`src/rtl/core/spimf_pkg.sv`:
```
// Package for the SPI master FIFO controller: sizes, register offsets,
// status bits, run phase type and the result record. No dependencies.
package spimf_pkg;

    localparam int FIFO_DEPTH = 16;
    localparam int REG_WORDS  = 20;
    localparam int PTR_W      = $clog2(FIFO_DEPTH);
    localparam int LVL_W      = $clog2(FIFO_DEPTH + 1);
    localparam int RIX_W      = $clog2(REG_WORDS);

    localparam logic [1:0] CMD_READ  = 2'd0;
    localparam logic [1:0] CMD_WRITE = 2'd1;
    localparam logic [1:0] CMD_REPLY = 2'd2;
    localparam logic [1:0] CMD_CS    = 2'd3;

    localparam logic [7:0] ADDR_CTRL   = 8'h00;
    localparam logic [7:0] ADDR_CFG    = 8'h04;
    localparam logic [7:0] ADDR_STATUS = 8'h08;
    localparam logic [7:0] ADDR_TXDATA = 8'h10;
    localparam logic [7:0] ADDR_RXDATA = 8'h20;
    localparam logic [7:0] ADDR_RXCNT  = 8'h34;
    localparam logic [7:0] ADDR_TXCNT  = 8'h4c;
    localparam logic [7:0] ADDR_LIMIT  = 8'h50;

    localparam int IX_CTRL   = 0;
    localparam int IX_CFG    = 1;
    localparam int IX_STATUS = 2;
    localparam int IX_PIN    = 3;
    localparam int IX_RXCNT  = 13;
    localparam int IX_TXCNT  = 19;

    localparam logic [31:0] ST_RXREADY  = 32'h0000_0001;
    localparam logic [31:0] ST_TXEMPTY  = 32'h0000_0002;
    localparam logic [31:0] ST_RXOVF    = 32'h0000_0008;
    localparam logic [31:0] ST_COMPLETE = 32'h0040_0000;

    localparam logic [1:0] MODE_INVALID = 2'd0;
    localparam logic [1:0] MODE_DMA     = 2'd2;

    typedef enum logic [1:0] {
        PH_IDLE = 2'd0,
        PH_TX   = 2'd1,
        PH_FILL = 2'd2
    } phase_t;

    typedef struct packed {
        logic [31:0] read_data;
        logic        shift_valid;
        logic [7:0]  shift_byte;
        logic        busy_res;
        logic        ignored;
        logic        irq_level;
        logic        cs_out;
    } spimf_result_t;

endpackage

```
`src/rtl/core/spimf_core.sv`:
```
// Register file, TX/RX FIFOs and transfer sequencer of the SPI master.
// Depends on spimf_pkg. Updates all state on each accepted request.
module spimf_core (
    input  logic                   aclk,
    input  logic                   aresetn,
    input  logic                   accept,
    input  logic [1:0]             command,
    input  logic [7:0]             address,
    input  logic [31:0]            write_data,
    input  logic [7:0]             reply_byte,
    input  logic                   cs_level,
    output spimf_pkg::spimf_result_t result
);
    import spimf_pkg::*;

    logic [31:0]      rf_reg [REG_WORDS];
    logic [31:0]      txq_reg [FIFO_DEPTH];
    logic [31:0]      rxq_reg [FIFO_DEPTH];
    logic [PTR_W-1:0] tx_head_reg, rx_head_reg;
    logic [LVL_W-1:0] tx_level_reg, rx_level_reg;
    phase_t           phase_reg;
    logic [31:0]      shift_word_reg, gather_word_reg;
    logic [1:0]       byte_index_reg;

    logic [31:0]      rf_next [REG_WORDS];
    logic [PTR_W-1:0] tx_head_next, rx_head_next;
    logic [LVL_W-1:0] tx_level_next, rx_level_next;
    phase_t           phase_next;
    logic [31:0]      shift_word_next, gather_word_next;
    logic [1:0]       byte_index_next;

    logic             tx_push, rx_push;
    logic [PTR_W-1:0] tx_push_ix, rx_push_ix;
    logic [31:0]      tx_push_w, rx_push_w, pop_w, wval, rdata, mask;
    logic             ev, ign, run_req, do_next, next_tx, stop, was_tx;
    logic [7:0]       eb;
    logic [2:0]       nb;
    logic [RIX_W-1:0] ix;
    logic [1:0]       mode;

    function automatic logic [PTR_W-1:0] ptr_add(logic [PTR_W-1:0] h, logic [LVL_W-1:0] l);
        logic [LVL_W:0] s;
        s = {{(LVL_W+1-PTR_W){1'b0}}, h} + {1'b0, l};
        if (s >= (LVL_W+1)'(FIFO_DEPTH)) s = s - (LVL_W+1)'(FIFO_DEPTH);
        return s[PTR_W-1:0];
    endfunction

    always_comb begin
        for (int i = 0; i < REG_WORDS; i++) rf_next[i] = rf_reg[i];
        tx_head_next = tx_head_reg;
        rx_head_next = rx_head_reg;
        tx_level_next = tx_level_reg;
        rx_level_next = rx_level_reg;
        phase_next = phase_reg;
        shift_word_next = shift_word_reg;
        gather_word_next = gather_word_reg;
        byte_index_next = byte_index_reg;
        tx_push = 1'b0; tx_push_ix = '0; tx_push_w = '0;
        rx_push = 1'b0; rx_push_ix = '0; rx_push_w = '0;
        ev = 1'b0; eb = '0; ign = 1'b0; rdata = '0;
        run_req = 1'b0; do_next = 1'b0; next_tx = 1'b0; stop = 1'b0;
        was_tx = (phase_reg == PH_TX);
        wval = write_data;
        ix = address[RIX_W+1:2];
        pop_w = '0;
        case (rf_reg[IX_CFG][16:15])
            2'd0:    nb = 3'd1;
            2'd1:    nb = 3'd2;
            default: nb = 3'd4;
        endcase

        if (command == CMD_CS) begin
            rf_next[IX_PIN][1] = cs_level;
        end else if (command == CMD_REPLY) begin
            if (phase_reg != PH_IDLE) begin
                gather_word_next = {gather_word_reg[23:0], reply_byte};
                if ({1'b0, byte_index_reg} + 3'd1 < nb) begin
                    byte_index_next = byte_index_reg + 2'd1;
                    ev = 1'b1;
                    if (was_tx) begin
                        shift_word_next = shift_word_reg >> 8;
                        eb = shift_word_next[7:0];
                    end else begin
                        eb = 8'hFF;
                    end
                end else begin
                    if (was_tx) begin
                        rf_next[IX_TXCNT] = rf_reg[IX_TXCNT] - 32'd1;
                        if (tx_level_reg == '0) rf_next[IX_STATUS] |= ST_TXEMPTY;
                        if (rf_reg[IX_RXCNT] == '0) begin
                            do_next = 1'b1; next_tx = 1'b1; stop = 1'b1;
                        end
                    end
                    if (!stop) begin
                        if (rx_level_reg >= LVL_W'(FIFO_DEPTH)) begin
                            rf_next[IX_STATUS] |= ST_RXOVF;
                            phase_next = PH_IDLE;
                        end else begin
                            rx_push = 1'b1;
                            rx_push_ix = ptr_add(rx_head_reg, rx_level_reg);
                            rx_push_w = gather_word_next;
                            rx_level_next = rx_level_reg + LVL_W'(1);
                            rf_next[IX_RXCNT] = rf_reg[IX_RXCNT] - 32'd1;
                            rf_next[IX_STATUS] |= ST_RXREADY;
                            do_next = 1'b1; next_tx = was_tx;
                        end
                    end
                end
            end
        end else if (phase_reg != PH_IDLE) begin
            ign = 1'b1;
        end else if (command == CMD_WRITE) begin
            if (address < ADDR_LIMIT) begin
                case (address)
                    ADDR_CTRL: begin
                        if (wval[2]) begin
                            tx_head_next = '0; tx_level_next = '0; wval[2] = 1'b0;
                        end
                        if (wval[3]) begin
                            rx_head_next = '0; rx_level_next = '0; wval[3] = 1'b0;
                        end
                        run_req = wval[0];
                    end
                    ADDR_STATUS: wval = rf_reg[IX_STATUS] & ~write_data;
                    ADDR_TXDATA: begin
                        if (tx_level_reg >= LVL_W'(FIFO_DEPTH)) begin
                            wval = '0;
                        end else begin
                            tx_push = 1'b1;
                            tx_push_ix = ptr_add(tx_head_reg, tx_level_reg);
                            tx_push_w = (nb == 3'd1) ? {24'd0, write_data[7:0]} :
                                        (nb == 3'd2) ? {16'd0, write_data[15:0]} :
                                        write_data;
                            tx_level_next = tx_level_reg + LVL_W'(1);
                            run_req = 1'b1;
                        end
                    end
                    ADDR_CFG, ADDR_RXCNT, ADDR_TXCNT: run_req = 1'b1;
                    default: ;
                endcase
                rf_next[ix] = wval;
            end
        end else begin
            if (address < ADDR_LIMIT) begin
                rdata = rf_reg[ix];
                if (address == ADDR_RXDATA) begin
                    if (rx_level_reg == '0) begin
                        rdata = '0;
                    end else begin
                        rdata = rxq_reg[rx_head_reg];
                        rx_head_next = ptr_add(rx_head_reg, LVL_W'(1));
                        rx_level_next = rx_level_reg - LVL_W'(1);
                        run_req = (rx_level_next == '0);
                    end
                end else if (address == ADDR_STATUS) begin
                    rdata[10:6] = 5'(tx_level_reg);
                    rdata[15:11] = 5'(rx_level_reg);
                end
            end
        end

        // Run start uses the configuration and counts as just written.
        mode = rf_next[IX_CFG][6:5];
        if (run_req && mode != MODE_DMA && mode != MODE_INVALID && rf_next[IX_CTRL][0]
            && (rf_next[IX_RXCNT] | rf_next[IX_TXCNT]) != '0) begin
            if (tx_level_next == '0) rf_next[IX_STATUS] |= ST_TXEMPTY;
            do_next = 1'b1; next_tx = 1'b1;
        end

        if (do_next) begin
            // A word pushed by this same request may be the one popped.
            pop_w = (tx_push && tx_push_ix == tx_head_next) ? tx_push_w
                                                           : txq_reg[tx_head_next];
            if (next_tx && rf_next[IX_TXCNT] != '0 && tx_level_next != '0) begin
                shift_word_next = pop_w;
                tx_head_next = ptr_add(tx_head_next, LVL_W'(1));
                tx_level_next = tx_level_next - LVL_W'(1);
                gather_word_next = '0; byte_index_next = '0;
                phase_next = PH_TX;
                ev = 1'b1; eb = pop_w[7:0];
            end else if (rx_level_next < LVL_W'(FIFO_DEPTH) && rf_next[IX_RXCNT] != '0
                         && rf_next[IX_CFG][0]) begin
                gather_word_next = '0; byte_index_next = '0;
                phase_next = PH_FILL;
                ev = 1'b1; eb = 8'hFF;
            end else begin
                phase_next = PH_IDLE;
                if (rf_next[IX_RXCNT] == '0 && rf_next[IX_TXCNT] == '0)
                    rf_next[IX_STATUS] |= ST_COMPLETE;
            end
        end

        mask = '0;
        if (rf_next[IX_CFG][7])  mask |= ST_RXREADY;
        if (rf_next[IX_CFG][8])  mask |= ST_TXEMPTY;
        if (rf_next[IX_CFG][21]) mask |= ST_COMPLETE;

        result.read_data   = rdata;
        result.shift_valid = ev;
        result.shift_byte  = eb;
        result.busy_res    = (phase_next != PH_IDLE);
        result.ignored     = ign;
        result.irq_level   = |(rf_next[IX_STATUS] & mask);
        result.cs_out      = rf_next[IX_PIN][1];
    end

    always_ff @(posedge aclk) begin
        if (!aresetn) begin
            for (int i = 0; i < REG_WORDS; i++) rf_reg[i] <= '0;
            tx_head_reg <= '0;
            rx_head_reg <= '0;
            tx_level_reg <= '0;
            rx_level_reg <= '0;
            phase_reg <= PH_IDLE;
            shift_word_reg <= '0;
            gather_word_reg <= '0;
            byte_index_reg <= '0;
        end else if (accept) begin
            for (int i = 0; i < REG_WORDS; i++) rf_reg[i] <= rf_next[i];
            tx_head_reg <= tx_head_next;
            rx_head_reg <= rx_head_next;
            tx_level_reg <= tx_level_next;
            rx_level_reg <= rx_level_next;
            phase_reg <= phase_next;
            shift_word_reg <= shift_word_next;
            gather_word_reg <= gather_word_next;
            byte_index_reg <= byte_index_next;
        end
    end

    always_ff @(posedge aclk) begin
        if (accept && tx_push) txq_reg[tx_push_ix] <= tx_push_w;
        if (accept && rx_push) rxq_reg[rx_push_ix] <= rx_push_w;
    end

    a_tx_level: assert property (@(posedge aclk) disable iff (!aresetn)
        tx_level_reg <= LVL_W'(FIFO_DEPTH)) else $error("TX level beyond depth");
    a_rx_level: assert property (@(posedge aclk) disable iff (!aresetn)
        rx_level_reg <= LVL_W'(FIFO_DEPTH)) else $error("RX level beyond depth");
    a_ignored_holds: assert property (@(posedge aclk) disable iff (!aresetn)
        accept && result.ignored |=> $stable(tx_level_reg) && $stable(rx_level_reg))
        else $error("dropped request changed FIFO levels");
    a_busy_phase: assert property (@(posedge aclk) disable iff (!aresetn)
        accept |=> (phase_reg != PH_IDLE) == $past(result.busy_res))
        else $error("busy flag disagrees with run phase");

endmodule

```
`src/rtl/core/spi_master_fifo_controller.sv`:
```
// Top level of the SPI master FIFO controller: stream ports and the
// result register. Depends on spimf_pkg and spimf_core.
//
// Usage: each request on the s_ channel is a register read, a register
// write, a reply byte received from the peripheral, or a chip-select input
// level, selected by s_tuser. Every request yields exactly one result on the
// m_ channel carrying the read data, the next byte to shift out (if any),
// the busy flag, the dropped-request flag, the interrupt level and the
// chip-select output.
// The request is processed in the cycle it is accepted and its result
// appears registered on the next cycle.
// Throughput is one request per cycle while the receiver takes results; the
// register file, FIFO pointers and run sequencer are all updated in a single pass per request.
// While the receiver stalls, the result is held and s_tready drops, so no
// further request is taken until the pending result is taken; a request is
// accepted in the same cycle the held result leaves.
// Synchronous active-low reset clears the register file, FIFO levels and
// run phase; FIFO storage holds no defined value until written.
module spi_master_fifo_controller (
    input  logic        aclk,
    input  logic        aresetn,
    input  logic        s_tvalid,
    output logic        s_tready,
    // tdata: address[7:0], write_data[39:8], reply_byte[47:40], cs_level[48]
    input  logic [55:0] s_tdata,
    // tuser: command[1:0]
    input  logic [1:0]  s_tuser,
    output logic        m_tvalid,
    input  logic        m_tready,
    // tdata: read_data[31:0], shift_valid[32], shift_byte[40:33],
    // busy_res[41], ignored[42], irq_level[43], cs_out[44]
    output logic [47:0] m_tdata
);
    import spimf_pkg::*;

    logic          accept;
    logic          m_valid_reg;
    spimf_result_t res;
    spimf_result_t res_reg;

    // The result register frees up when its contents are being taken.
    assign s_tready = !m_valid_reg || m_tready;
    assign accept   = s_tvalid && s_tready;

    spimf_core u_core (
        .aclk       (aclk),
        .aresetn    (aresetn),
        .accept     (accept),
        .command    (s_tuser),
        .address    (s_tdata[7:0]),
        .write_data (s_tdata[39:8]),
        .reply_byte (s_tdata[47:40]),
        .cs_level   (s_tdata[48]),
        .result     (res)
    );

    always_ff @(posedge aclk) begin
        if (!aresetn) begin
            m_valid_reg <= 1'b0;
        end else if (accept) begin
            m_valid_reg <= 1'b1;
        end else if (m_tready) begin
            m_valid_reg <= 1'b0;
        end
    end

    always_ff @(posedge aclk) begin
        if (accept) res_reg <= res;
    end

    assign m_tvalid = m_valid_reg;
    assign m_tdata  = {3'd0, res_reg.cs_out, res_reg.irq_level, res_reg.ignored,
                       res_reg.busy_res, res_reg.shift_byte, res_reg.shift_valid,
                       res_reg.read_data};

endmodule

```
`config.mk`:
```
export PLATFORM = sky130hd
export DESIGN_NAME = spi_master_fifo_controller
export DESIGN_NICKNAME = d
export VERILOG_FILES = /design/src/rtl/core/spimf_pkg.sv /design/src/rtl/core/spimf_core.sv /design/src/rtl/core/spi_master_fifo_controller.sv
export SDC_FILE = /design/constraint.sdc
export NUM_CORES = 2
export LEC_CHECK = 0
export BUFFER_PORTS_ARGS = -buffer_cell sky130_fd_sc_hd__buf_2
export CAP_MARGIN = 20
export CORE_MARGIN = 4
export CORE_UTILIZATION = 35
export DETAILED_ROUTE_END_ITERATION = 10
export GPL_TIMING_DRIVEN = 0
export SKIP_LAST_GASP = 1
export SLEW_MARGIN = 25
export SYNTH_ARGS = -nofsm -noshare
export SYNTH_HDL_FRONTEND = slang
export SYNTH_SLANG_ARGS = --single-unit
```
`constraint.sdc`:
```
create_clock -name aclk -period 56.3 [get_ports aclk]
set_clock_uncertainty 0.1 [all_clocks]
set_input_delay 16.89 -clock aclk [delete_from_list [all_inputs] [get_ports aclk]]
set_output_delay 16.89 -clock aclk [all_outputs]
set_load 0.01 [all_outputs]
```
Yosys cells after proc, flatten, opt, wreduce, memory -nomap -nowiden
Memory sizes are Yosys's and may differ from the RTL's. A register that Yosys moved wholly into a read port is not among the register bits.
Cells that the tools add are included.
{ "classes": {"n_addsub": 16, "magnitude_cmp": 11, "eq_ne": 18, "muxes": 254, "n_bitwise": 29, "reduce_logical": 39} }
{ "ops": {"columns": ["cell", "n"], "rows": [
  ["2-to-1 mux 32 bit", 62],
  ["2-to-1 mux 640 bit", 3],
  ["bitwise mux 640 bit", 1],
  ["2-to-1 mux 513 bit", 1],
  ["2-to-1 mux 320 bit", 1],
  ["demux 32 bit (select 5 bit)", 1],
  ["2-to-1 mux 160 bit", 1],
  ["2-to-1 mux 4 bit", 39],
  ["2-to-1 mux 28 bit", 5],
  ["2-to-1 mux 126 bit", 1],
  ["2-to-1 mux 23 bit", 5],
  ["2-to-1 mux 5 bit", 23],
  ["logical NOT 32 bit", 3],
  ["nonzero test 32 bit", 3],
  ["2-to-1 mux 64 bit", 1],
  ["2-to-1 mux 8 bit", 8],
  ["subtractor 32 x 1 -> 32 bit (second input constant)", 2],
  ["2-to-1 mux 2 bit", 31],
  ["2-to-1 mux 1 bit", 61],
  ["one-hot mux 28 bit (2 select lines)", 1],
  ["bitwise AND 32 x 23 -> 32 bit", 1],
  ["bitwise AND 32 bit", 1],
  ["inverter 32 bit", 1],
  ["OR 32 bit", 1],
  ["other kinds (50)", 110]
]} }
{ "totals": {"register_bits": 132, "mem_bits_rw": 1664, "inputBits": 62, "out_inout_bits": 50, "mem_count": 3} }
{ "memory_table": {"columns": ["name", "depth", "word_bits", "read_ports", "rd_clocked_by_memory_dff", "wr", "line", "source"], "rows": [
  ["u_core.rf_reg", 20, 32, 21, 0, 20, "spimf_core.sv:16", "logic [31:0] rf_reg [REG_WORDS];"],
  ["u_core.rxq_reg", 16, 32, 1, 1, 1, "spimf_core.sv:18", "logic [31:0] rxq_reg [FIFO_DEPTH];"],
  ["u_core.txq_reg", 16, 32, 1, 0, 1, "spimf_core.sv:17", "logic [31:0] txq_reg [FIFO_DEPTH];"]
]} }

Logic depth before layout (Yosys ltp)
{ "depth": {"depth_word": 26, "depth_mapped": 18, "mapped_depth_nobuf": 14} }

By module
From an unflattened synthesis, not the netlist that was laid out.
{ "hier_totals": {"cells_unflattened": 6012, "hier_area_um2": 82773.1} }
{ "by_module_without_submodules": {"columns": ["module", "instances", "cells_each", "area_each_um2", "seq_area_each_um2"], "rows": [
  ["spimf_core", 1, 5958, 81338.0, 51449.3],
  ["spi_master_fifo_controller", 1, 54, 1435.1, 1371.3]
]} }

Least setup slack after synthesis
Ideal clock, no wire load.
{ "synth_path": {"path_kind": "in2reg", "start": "input port s_tdata[7]", "end": "memory u_core.rf_reg[0][10], enable pin", "setup_time_ns": 2.169, "arrival_ns": 54.721, "required_ns": 54.031, "path_slack_ns": -0.690, "cell_stages": 4, "path_buffers": 1, "cell_sequence": "buf_2 -> nor3_1 -> nand3_1 -> o21ai_0"} }
{ "synth_lines": {"columns": ["element", "line", "source"], "rows": [
  ["from (decl)", "spi_master_fifo_controller.sv:25", "input logic [55:0] s_tdata,"],
  ["to (decl)", "spimf_core.sv:16", null]
]} }

Worst setup path after layout
{ "layout_path": {"start": "input port m_tready", "end": "output port s_tready"} }
{ "layout_via": {"elab_chain_len": 1} }
{ "layout_lines": {"columns": ["element", "line", "source"], "rows": [
  ["from (decl)", "spi_master_fifo_controller.sv:29", "input logic m_tready,"],
  ["logical OR 1 bit", "spi_master_fifo_controller.sv:42", "assign s_tready = !m_valid_reg || m_tready;"],
  ["to (decl)", "spi_master_fifo_controller.sv:23", "output logic s_tready,"]
]} }
Every way passes these cells.

==> results.md <==
* Most frequent cells in the layout: edfxtp_1, nor2_1, a211oi_1
* GRT Total Usage at 25.3%
* Total Power at 2.98 mW
* Routability cong. at 0.968
* H-Tree Depth at 4
* Remaining DRCs at 0
* Final core occ at 40.9%
* CTS resizes at 0
* Clock share of power at 43.5%
* Max FFs per register at 640
* Met2 Use GR at 37.3%
* WHS Endpoint: u_core.gather_word_reg[22]$_SDFFE_PN0P_
* Average wire per standard cell at 32.7 microns
* Setup Buffers After CTS at 0
* FFs w/ async S/R, synth at 0%
* Worst VDD drop at 0.0279 mV
* Min Hold Slack at 0.371 ns
* Sw Ratio at 24.4%
* WP buf/inv at 2
* Status: completed
* Global routing met1 resource utilization at 34.2%
* Sequential Power Share at 50.1%
* Worst Path Required at 39.31 ns
* Clk Latency, worst-skew pair at 0.89 ns
* Initial Util at 35.1%
* Clk root buf: clkbuf_16
* Final worst setup slack at 22.02 ns
* Maxcap violations at 0
* #FFs+latches synth at 1784
* Core Area at 0.235 sq mm
* Setup tns final at 0 ns
* Post-DR vias/cell at 6.10
* Hold Startpoint: u_core.gather_word_reg[22]$_SDFFE_PN0P_
* Ranking of synthesized cells by area: edfxtp_1, mux4_2, a211oi_1
* Die ar. at 0.244 sq mm
* Site Rows at 178
* Comb pwr share at 6.4%
* Layout cells sized above 1 at 16.4%
* Synth cell types at 91
* Largest net degree at the start of global routing at 53
* DRT iter0 DRCs at 8838
* First-pass GRT wire length at 440000 microns
* Max Fanout on Critical Path at 3
* Worst-margin pin slew at 1.20 ns
* Layout area overhead at 16.6%
* Slew HR at 19.8%
* # setup viols final at 0
* Post-synth EDFFs at 1709
* Worst Hold Depth at 1
* NumNets Final at 6410
* Top_reg_cell synth: edfxtp_1
* Startpoint Class: input pin
* Design area at 0.0962 sq mm
* Worst Hold Class: flip-flop to flip-flop
* Fin. max-slew vios at 0
* TritonCTS clock tree: yes
* Final period util at 60.9%
* Setup WS pre-CTS at 22.02 ns
* Sequential element share of the synthesized area at 64.0%
* R2r worst-path depth at 12
* Reg-to-Reg Start: u_core.rf_reg[1][16]$_SDFFCE_PN0P_
* P_sw at 0.725 mW
* Nature of the critical path endpoint: output pin
* Via count at 58900
* # clock sinks at 1784
* Crit Path Class: input pin to output pin
* Internal power at 2.25 mW
* Syn Inst Count at 5934
* Worst stage delay on the critical path at 0.16 ns
* Commonest non-fill, non-tap cell in the layout: edfxtp_1
* CP Data Arrival Time at 17.29 ns
* Crit path depth at 3
* Yosys top cell area share at 62.2%
* CTS Buf Count at 194
* Lkg Pwr at 30.4 nW
* PD cells at 31.0 mW/mm^2
* DR pass1 iterations at 6
* Final HPWL from detailed placement at 229000 microns
* Syn_area_per_cell at 13.9 sq um
* DRT Wirelength at 315000 microns
* Achievable Freq at 29.2 MHz
* Hold bufs inserted after CTS at 0
* Synth area leader: edfxtp_1
* Cell class contributing the biggest share of worst-path delay: buffers and inverters
* Reg2Reg Setup Slack at 49.57 ns
* Ys Warns at 0
* Total gr overflow at 0
* # port buffers at 96
* Placed cell area at 0.0897 sq mm
* Clock tree buffer depth at 3
* Post-DRT Antenna Nets at 0
* Initial antenna violation count at 42
* Critical path cell sequence: buf_2 -> nand2b_1 -> buf_2
* Reg2Reg Capture Point: u_core.rxq_reg[5][7]$_DFFE_PP_
* Post-synthesis cell area at 0.0825 sq mm
* RSZ-0062 raised after global routing: false
* Minimum clock period at 34.28 ns
* Final hold vios at 0
* Vias in the first global route at 56700
* GRT Max-Usage Layer: met2
* Clock-pin slew on the worst setup and hold paths at 0.06 ns
* GRT met3 Usage at 5.86%
* Slowest cell on crit path: nand2b_1
* Final std cells w/o fill at 9662
* Chip Height at 494 microns
* IO Pins at 112
* Width of the die at 494 microns
* Placed cells at 9278
* Most frequent CP cell: buf_2
[logic make-up (layout without fill, tap and decap cells)]
logic type                 count (synthesis)  in the layout  synth area share (%)
DFF                                     1784           1784                  64.0
and+or+nand+nor                         1503           1503                  8.44
AOI/OAI and AO/OA                       1401           1401                  11.9
muxes                                    589            589                  12.1
buffers and inverters                    586           1144                  2.76
xor gates and xnor gates                  47             47                 0.499
adders and majority gates                 23             23                 0.367
other                                      1             21               0.00454
[layout make-up]
cell class              instances  area, sq um
flip-flops and latches       1784        52800
repair buffers                193         2760
inverters                      33          129
well taps                    3150         3940
plain buffers                 553         2230
fillers                     21500       139000
diodes                         18         45.0
clock inverters               115         1290
clock buffers                 250         5160
multi-input cells            3566        27800
[how the worst max path moves through the flow]
stage	startpoint	end	slack (ns)
3_3_place_gp	s_tuser[0]	u_core.rf_reg[10][17]$_SDFFCE_PN0P_	2.14
4_1_cts	m_tready	s_tready	22.01
3_5_place_dp	m_tready	s_tready	22.02
6_report	m_tready	s_tready	22.02
5_1_grt	m_tready	s_tready	21.98
2_1_floorplan	s_tdata[7]	u_core.rf_reg[0][10]$_SDFFCE_PN0P_	13.68
[synth_stat cells, types with 25 or more instances]
| library cell | count |
|---|---|
| a22oi_1 | 51 |
| or4_1 | 27 |
| o221ai_1 | 74 |
| clkbuf_1 | 447 |
| edfxtp_1 | 1709 |
| nand3_1 | 54 |
| mux4_2 | 316 |
| o22ai_1 | 27 |
| nor3_1 | 84 |
| nor4_1 | 37 |
| mux2_2 | 92 |
| nand2_1 | 155 |
| a211oi_1 | 596 |
| xnor2_1 | 27 |
| o21ai_0 | 119 |
| buf_1 | 72 |
| nor2_1 | 834 |
| mux2i_1 | 181 |
| dfxtp_1 | 75 |
| a221oi_1 | 25 |
| o211ai_1 | 27 |
| or3_1 | 27 |
| and2_1 | 88 |
| a22o_1 | 42 |
| nor2b_1 | 78 |
| a21oi_1 | 266 |
| inv_1 | 29 |
| a31oi_1 | 70 |
[per-layer routing]
layer / part of all wire, % / routed length [microns]
met5: 0.031 / 99
met2: 44 / 138000
met1: 39 / 122000
met4: 6.7 / 21000
met3: 11 / 33800
[power by group through the flow]
stage	combinational [mW]	clock (mW)	sequential, mW
after floorplan	0.0919	0	1.53
after global placement	0.173	0	1.55
after detailed placement	0.185	0	1.52
after CTS	0.186	1.31	1.49
after global routing	0.196	1.36	1.49
final	0.192	1.29	1.49
No activity file was read; power rests on OpenSTA's default activity.
